[src/sv/tcbs_pkg.sv]
// Package for the turbo code block segmentation block.
// Holds the shared constants, the controller/datapath types and the interleaver size table.
// No dependencies.
package tcbs_pkg;

   localparam int TB_W               = 17;
   localparam int OUT_C_W            = 6;
   localparam int K_W                = 13;
   localparam int IDX_W              = 8;
   localparam int SIZE_TABLE_ENTRIES = 189;
   localparam int CRC_BITS           = 24;
   localparam int MAX_BLOCK          = 6144;
   localparam int SEG_BLOCK          = MAX_BLOCK - CRC_BITS;
   localparam int MIN_BLOCK          = 40;

   typedef enum logic [2:0] {
      ST_IDLE,
      ST_CBLK,
      ST_SRCH,
      ST_DIV,
      ST_DONE
   } state_type;

   typedef struct packed {
      logic load;
      logic blk_step;
      logic srch_init;
      logic srch_step;
      logic div_init;
      logic div_step;
   } cmd_type;

   typedef struct packed {
      logic blk_done;
      logic srch_done;
      logic div_done;
   } sts_type;

   // Interleaver size at table index idx. Entry 0 is zero; indexes past the
   // table give the largest size.
   function automatic logic [K_W-1:0] size_of(input logic [IDX_W-1:0] idx);
      logic [K_W-1:0] k;
      if (idx == '0) begin
         k = '0;
      end else if (idx <= IDX_W'(60)) begin
         k = K_W'(MIN_BLOCK + 8 * (int'(idx) - 1));
      end else if (idx <= IDX_W'(92)) begin
         k = K_W'(528 + 16 * (int'(idx) - 61));
      end else if (idx <= IDX_W'(124)) begin
         k = K_W'(1056 + 32 * (int'(idx) - 93));
      end else if (idx <= IDX_W'(SIZE_TABLE_ENTRIES - 1)) begin
         k = K_W'(2112 + 64 * (int'(idx) - 125));
      end else begin
         k = K_W'(MAX_BLOCK);
      end
      return k;
   endfunction

endpackage

[src/sv/tcbs_ctrl.sv]
// Controller state machine for the turbo code block segmentation block.
// Sequences the block count, size search and small-block count in the datapath.
// Depends on tcbs_pkg.
module tcbs_ctrl (
   input  logic             clock,
   input  logic             reset,
   input  logic             start,
   output logic             busy,
   output logic             rsp_valid,
   output tcbs_pkg::cmd_type cmd,
   input  tcbs_pkg::sts_type sts
);
   import tcbs_pkg::*;

   state_type state_ff;
   state_type state_in;

   always_comb begin
      state_in = state_ff;
      case (state_ff)
         ST_IDLE: begin
            if (start) state_in = ST_CBLK;
         end
         ST_CBLK: begin
            if (sts.blk_done) state_in = ST_SRCH;
         end
         ST_SRCH: begin
            if (sts.srch_done) state_in = ST_DIV;
         end
         ST_DIV: begin
            if (sts.div_done) state_in = ST_DONE;
         end
         ST_DONE: begin
            state_in = ST_IDLE;
         end
         default: begin
            state_in = ST_IDLE;
         end
      endcase
   end

   always_comb begin
      cmd       = '0;
      busy      = 1'b1;
      rsp_valid = 1'b0;
      case (state_ff)
         ST_IDLE: begin
            busy     = 1'b0;
            cmd.load = start;
         end
         ST_CBLK: begin
            cmd.blk_step  = !sts.blk_done;
            cmd.srch_init = sts.blk_done;
         end
         ST_SRCH: begin
            cmd.srch_step = !sts.srch_done;
            cmd.div_init  = sts.srch_done;
         end
         ST_DIV: begin
            cmd.div_step = !sts.div_done;
         end
         ST_DONE: begin
            rsp_valid = 1'b1;
         end
         default: begin
            busy = 1'b1;
         end
      endcase
   end

   always_ff @(posedge clock) begin
      if (reset) begin
         state_ff <= ST_IDLE;
      end else begin
         state_ff <= state_in;
      end
   end

   // The result strobe lasts one cycle and only follows the division phase.
   a_strobe_single: assert property (@(posedge clock) disable iff (reset)
      rsp_valid |=> !rsp_valid)
      else $error("result strobe longer than one cycle");

   a_strobe_after_div: assert property (@(posedge clock) disable iff (reset)
      rsp_valid |-> $past(state_ff) == ST_DIV)
      else $error("result strobe without a finished division");

   a_accept_busy: assert property (@(posedge clock) disable iff (reset)
      (start && !busy) |=> (busy && !rsp_valid))
      else $error("accepted request did not make the block busy");

endmodule

[src/sv/tcbs_dp.sv]
// Datapath for the turbo code block segmentation block.
// Block counter, interleaver size search with one multiplier, and a subtractive divider.
// Depends on tcbs_pkg.
module tcbs_dp #(
   parameter int MAX_TB_BITS = 131071
) (
   input  logic                             clock,
   input  logic [tcbs_pkg::TB_W-1:0]        req_tb_bits,
   input  tcbs_pkg::cmd_type                cmd,
   output tcbs_pkg::sts_type                sts,
   output logic [tcbs_pkg::OUT_C_W-1:0]     rsp_num_blocks,
   output logic [tcbs_pkg::OUT_C_W-1:0]     rsp_num_large,
   output logic [tcbs_pkg::OUT_C_W-1:0]     rsp_num_small,
   output logic [tcbs_pkg::K_W-1:0]         rsp_size_large,
   output logic [tcbs_pkg::K_W-1:0]         rsp_size_small
);
   import tcbs_pkg::*;

   localparam int CMAX = (MAX_TB_BITS + CRC_BITS + SEG_BLOCK - 1) / SEG_BLOCK;
   localparam int CW   = $clog2(CMAX + 1);
   localparam int BW   = $clog2(MAX_TB_BITS + CRC_BITS + 1);
   localparam int XW   = (TB_W > BW) ? TB_W : BW;
   localparam int PW   = CW + K_W;

   logic [BW-1:0]    b_ff, b_in;
   logic [BW-1:0]    rem_ff, rem_in;
   logic             single_ff, single_in;
   logic [CW-1:0]    c_ff, c_in;
   logic [PW-1:0]    bp_ff, bp_in;
   logic [IDX_W-1:0] idx_ff, idx_in;
   logic [K_W-1:0]   kp_ff, kp_in;
   logic [K_W-1:0]   km_ff, km_in;
   logic [PW-1:0]    num_ff, num_in;
   logic [K_W-1:0]   den_ff, den_in;
   logic [CW-1:0]    cm_ff, cm_in;

   logic [XW-1:0]    a_x;
   logic [XW-1:0]    a_clamp;
   logic [BW-1:0]    b_new;
   logic [K_W-1:0]   k_cur;
   logic [K_W-1:0]   k_prev;
   logic [PW-1:0]    prod;
   logic [PW-1:0]    bp_new;
   logic             fits;

   assign a_x     = XW'(req_tb_bits);
   assign a_clamp = (a_x > XW'(MAX_TB_BITS)) ? XW'(MAX_TB_BITS) : a_x;
   assign b_new   = BW'(a_clamp) + BW'(CRC_BITS);

   assign k_cur  = size_of(idx_ff);
   assign k_prev = size_of(idx_ff - IDX_W'(1));
   assign prod   = PW'(c_ff) * PW'(k_cur);
   assign fits   = prod >= bp_ff;
   assign bp_new = single_ff ? PW'(b_ff) : PW'(b_ff) + PW'(c_ff) * PW'(CRC_BITS);

   assign sts.blk_done  = single_ff || (rem_ff <= BW'(SEG_BLOCK));
   assign sts.srch_done = fits || (idx_ff == IDX_W'(SIZE_TABLE_ENTRIES - 1));
   assign sts.div_done  = single_ff || (num_ff < PW'(den_ff)) || (cm_ff == c_ff);

   always_comb begin
      b_in      = b_ff;
      rem_in    = rem_ff;
      single_in = single_ff;
      c_in      = c_ff;
      bp_in     = bp_ff;
      idx_in    = idx_ff;
      kp_in     = kp_ff;
      km_in     = km_ff;
      num_in    = num_ff;
      den_in    = den_ff;
      cm_in     = cm_ff;
      if (cmd.load) begin
         b_in      = b_new;
         rem_in    = b_new;
         single_in = b_new <= BW'(MAX_BLOCK);
         c_in      = CW'(1);
      end
      if (cmd.blk_step) begin
         rem_in = rem_ff - BW'(SEG_BLOCK);
         c_in   = c_ff + CW'(1);
      end
      if (cmd.srch_init) begin
         bp_in  = bp_new;
         idx_in = IDX_W'(1);
      end
      if (cmd.srch_step) begin
         idx_in = idx_ff + IDX_W'(1);
      end
      if (cmd.div_init) begin
         // The remainder C*K+ - B' is divided by K+ - K- through repeated subtraction.
         kp_in  = k_cur;
         km_in  = single_ff ? '0 : k_prev;
         num_in = (!single_ff && fits) ? prod - bp_ff : '0;
         den_in = k_cur - k_prev;
         cm_in  = '0;
      end
      if (cmd.div_step) begin
         num_in = num_ff - PW'(den_ff);
         cm_in  = cm_ff + CW'(1);
      end
   end

   always_ff @(posedge clock) begin
      b_ff      <= b_in;
      rem_ff    <= rem_in;
      single_ff <= single_in;
      c_ff      <= c_in;
      bp_ff     <= bp_in;
      idx_ff    <= idx_in;
      kp_ff     <= kp_in;
      km_ff     <= km_in;
      num_ff    <= num_in;
      den_ff    <= den_in;
      cm_ff     <= cm_in;
   end

   assign rsp_num_blocks = OUT_C_W'(c_ff);
   assign rsp_num_large  = OUT_C_W'(c_ff - cm_ff);
   assign rsp_num_small  = OUT_C_W'(cm_ff);
   assign rsp_size_large = kp_ff;
   assign rsp_size_small = km_ff;

endmodule

[src/sv/turbo_code_block_segmentation.sv]
// Top level of the turbo code block segmentation block.
// Joins the controller (tcbs_ctrl) and the datapath (tcbs_dp); uses tcbs_pkg.
//
// One request carries a transport block size; one result comes back with the
// number of code blocks and the two block sizes with their counts. A request
// is taken when start is high and busy is low, and busy then stays high until
// the result has been shown. The result is on the rsp_ ports for exactly one
// cycle, marked by rsp_valid, and cannot be held off by the receiver. The strobe
// follows the block count C, the search for K+ in the interleaver size table and
// the count C- of small blocks by repeated subtraction, in that order; the walk
// over the size table with one multiplier is the longest of these steps. busy
// drops the cycle after the strobe.
module turbo_code_block_segmentation #(
   parameter int MAX_TB_BITS = 131071
) (
   input  logic                         clock,
   input  logic                         reset,
   input  logic                         start,
   output logic                         busy,
   input  logic [tcbs_pkg::TB_W-1:0]    req_tb_bits,
   output logic                         rsp_valid,
   output logic [tcbs_pkg::OUT_C_W-1:0] rsp_num_blocks,
   output logic [tcbs_pkg::OUT_C_W-1:0] rsp_num_large,
   output logic [tcbs_pkg::OUT_C_W-1:0] rsp_num_small,
   output logic [tcbs_pkg::K_W-1:0]     rsp_size_large,
   output logic [tcbs_pkg::K_W-1:0]     rsp_size_small
);
   import tcbs_pkg::*;

   cmd_type cmd;
   sts_type sts;

   tcbs_ctrl u_ctrl (
      .clock     (clock),
      .reset     (reset),
      .start     (start),
      .busy      (busy),
      .rsp_valid (rsp_valid),
      .cmd       (cmd),
      .sts       (sts)
   );

   tcbs_dp #(
      .MAX_TB_BITS (MAX_TB_BITS)
   ) u_dp (
      .clock          (clock),
      .req_tb_bits    (req_tb_bits),
      .cmd            (cmd),
      .sts            (sts),
      .rsp_num_blocks (rsp_num_blocks),
      .rsp_num_large  (rsp_num_large),
      .rsp_num_small  (rsp_num_small),
      .rsp_size_large (rsp_size_large),
      .rsp_size_small (rsp_size_small)
   );

   a_counts_add_up: assert property (@(posedge clock) disable iff (reset)
      rsp_valid |-> OUT_C_W'(rsp_num_large + rsp_num_small) == rsp_num_blocks)
      else $error("large and small block counts do not add up");

   a_size_range: assert property (@(posedge clock) disable iff (reset)
      rsp_valid |-> (rsp_size_large >= K_W'(MIN_BLOCK))
                 && (rsp_size_large <= K_W'(MAX_BLOCK))
                 && (rsp_size_small < rsp_size_large))
      else $error("block sizes out of order or out of range");

   a_single_block: assert property (@(posedge clock) disable iff (reset)
      (rsp_valid && rsp_num_blocks == OUT_C_W'(1))
         |-> (rsp_size_small == '0) && (rsp_num_small == '0))
      else $error("single block result carries a small block");

endmodule

[config.mk]
export PLATFORM = sky130hd
export DESIGN_NAME = turbo_code_block_segmentation
export DESIGN_NICKNAME = d
export VERILOG_FILES = /design/src/sv/tcbs_pkg.sv /design/src/sv/tcbs_ctrl.sv /design/src/sv/tcbs_dp.sv /design/src/sv/turbo_code_block_segmentation.sv
export SDC_FILE = /design/constraint.sdc
export NUM_CORES = 1
export LEC_CHECK = 0
export ABC_CLOCK_PERIOD_IN_PS = 12700
export BUFFER_PORTS_ARGS = -buffer_cell sky130_fd_sc_hd__buf_2
export CAP_MARGIN = 40
export CORE_ASPECT_RATIO = 0.9
export CORE_UTILIZATION = 60
export CTS_BUF_LIST = sky130_fd_sc_hd__clkbuf_16
export DETAILED_ROUTE_END_ITERATION = 7
export PLACE_DENSITY_LB_ADDON = 0.08
export SKIP_LAST_GASP = 1
export SYNTH_ARGS = -nofsm -noshare
export SYNTH_HDL_FRONTEND = slang
export SYNTH_HIERARCHICAL = 1
export SYNTH_SLANG_ARGS = --single-unit
[constraint.sdc]
create_clock -name clock -period 12.7 [get_ports clock]
set_clock_uncertainty 0.2 [all_clocks]
set_input_delay 0.635 -clock clock [delete_from_list [all_inputs] [get_ports clock]]
set_output_delay 0.635 -clock clock [all_outputs]
set_load 0.05 [all_outputs]
==> run metrics <==
wire length per cell=16.7 µm; Max-cap violations=0; Seq/Total Area, Yosys=33.1%; fin cells=1462; CP required=12.56 ns; cts repair resizes=0; Placeable Area=17700 µm²; hold slack=0.223 ns; Yosys reg bits=121; # Post-CTS Setup Buffers=0; WP buf/inv=4; Mapped Cells=1174; CP max FO=31; Post-synth ARST share=0%; type of origin of the critical path=flip-flop; Post-CTS Hold Fix Bufs=0; Buffers on Ports=57; I/O Pins=66; warnings from Yosys=6; Worst Path Arrival=9.42 ns; largest net degree at the start of global routing=38; Via Count=8443; kind of critical path=flip-flop to flip-flop; status=finished clean; # nets final=1339; CTS tree=done; routed vias/inst=5.77; Final WS setup=3.13 ns; Iteration-0 DRC Markers=545; worst flop-to-flop path startpoint=u_dp/idx_ff[1]; Clock Root Buffer=clkbuf_16; Final Wtd Congestion=0.880; first-pass GRT wire length=39500 µm; crit path launch=u_dp/idx_ff[1]; number of global-route vias before repair=7871; Critical Path Max Stage Delay=0.80 ns; post-synth top area cell=edfxtp_1; final setup violation count=0; Num CTS Buffers=17; die height=130 µm; Synth cell types=86; CTS sink count=121; hold_sp=req_tb_bits[0]; CP max-delay cell=xor2_1; Place WS=3.27 ns; clock slew at reported path FFs=0.06 ns; Clk Latency, worst-skew pair=0.42 ns; Rows=46; Leak Pwr=4.95 nW; Commonest cells post-synth=edfxtp_1, inv_1, nor2_1; Final Util=67.3%; Final ANT Viol Nets=0; Top delay family on crit path=adder cells; slew at the pin closest to its max-slew limit=0.944 ns; DRT Pass-1 Iters=8; Inserted Diodes=0; Max Freq=105 MHz; Clock Tree Buf Depth=2; fraction of layout cells with a size suffix above 1=11.4%; die span in x=144 µm; post-route DRC violation count=0; RSZ-0062 raised after global routing=no; initial antenna violation count=0; worst min path class=primary input to flip-flop; fin. max-slew vios=0; Placed Instances=1430; VDD IR-drop max=192 µV; Post-synth EDFFs=118; hpwl dp=18300 µm; setup TNS=0 ns; Fin. Hold Viols=0; GRT Overall Usage=27.5%; post-synthesis cell area=10900 µm²; Final Cycle Share=75.3%; Top FF cell, synth=edfxtp_1; Final min period=9.57 ns; crit end category=flip-flop; routed wire length=24400 µm; Initial Utilization=61.5%; syn_area_per_cell=9.26 µm²; Die ar.=18700 µm²; Synth area leaders=edfxtp_1, ha_1, xnor2_1, fa_1, xor2_1; Synth top area share=32.6%; Remaining Overflow, GRT=0; top-count cell post-synth=edfxtp_1; PwrDens=246 nW/µm²; H-Tree Depth=4; P&R area growth vs syn=9.37%; Worst slew margin=36.9%
-- metrics by stage --
stage          total power [mW]  area, µm²
5_1_grt                    3.17      11900
6_report                   2.93      11900
2_1_floorplan              2.09      10900
4_1_cts                    2.93      11900
3_3_place_gp               2.38      11300
3_5_place_dp               2.42      11300
-- flip-flops by register name, summed over array words and instances, names as in the netlist --
| register | cells |
|---|---|
| u_ctrl/state_ff | 3 |
| u_dp/b_ff | 18 |
| u_dp/bp_ff | 18 |
| u_dp/c_ff | 5 |
| u_dp/cm_ff | 5 |
| u_dp/den_ff | 10 |
| u_dp/idx_ff | 8 |
| u_dp/num_ff | 15 |
| u_dp/rem_ff | 18 |
| u_dp/rsp_size_large | 10 |
| u_dp/rsp_size_small | 10 |
| u_dp/single_ff | 1 |
-- worst paths after layout --
kind,depth (start not counted),end,slack (ns)
worst max-delay path,28,u_dp/num_ff[10],3.13
worst max register to register,28,u_dp/num_ff[10],3.13
worst min-delay path,1,u_dp/b_ff[0],0.22
worst min register to register,0,u_dp/bp_ff[2],0.23
-- cells by family (layout without fill, tap and decap cells) --
logic type      Yosys count  after routing  synth area share, %
compound gates          257            257                 16.0
xor+xnor                131            131                 11.0
fa+ha+maj               110            110                 14.7
buf+inv                 164            205                 6.38
flops                   121            121                 33.1
mux                       7              7                0.679
other cells               1              8               0.0345
simple gates            383            383                 18.1
-- routing by layer --
layer  track usage, %  vias up  share of wire, %  routed length (µm)
li1                 -     4199                 -                   -
met4             6.88        0               1.3                 307
met5                0        -                 0                   0
met2             42.9      269                44               10800
met3             5.54       24               6.6                1610
met1             39.2     3951                48               11700
-- worst register-to-register path: cells and delay by family, from the launching register on --
family                     cells  cell delay, ns
adders and majority gates      6            2.88
AOI/OAI and AO/OA             10            2.61
and+or+nand+nor                6            1.29
xor gates and xnor gates       2            0.95
buffers and inverters          4            0.67
DFF                            1            0.61
-- area by class of cell --
cell class,count,area (µm²)
sequential,121,3600
inverter,103,387
timing repair buffer,70,383
multi-input combinational,896,6620
fill,1452,5780
tap,240,300
clock buffer,17,425
clock inverter,15,169
-- placed cells by master, fill, tap and decap left out, types with 17 or more instances in the layout --
master       n
edfxtp_1   118
inv_1      102
nor2_1      97
nand2_1     82
ha_1        81
xnor2_1     80
a21oi_1     70
buf_2       57
o21ai_0     46
xor2_1      46
and2_1      44
nor3_1      29
fa_1        29
nand3_1     24
nor2b_1     23
clkbuf_16   17
a21o_1      17
-- where the power goes --
group          leakage, nW  total [mW]  internal (mW)  switching (mW)
Sequential            1.12       0.599          0.535          0.0639
Combinational         3.55        1.85          0.785            1.06
Clock                0.282       0.482          0.293           0.188
No activity file was read; power rests on OpenSTA's default activity.
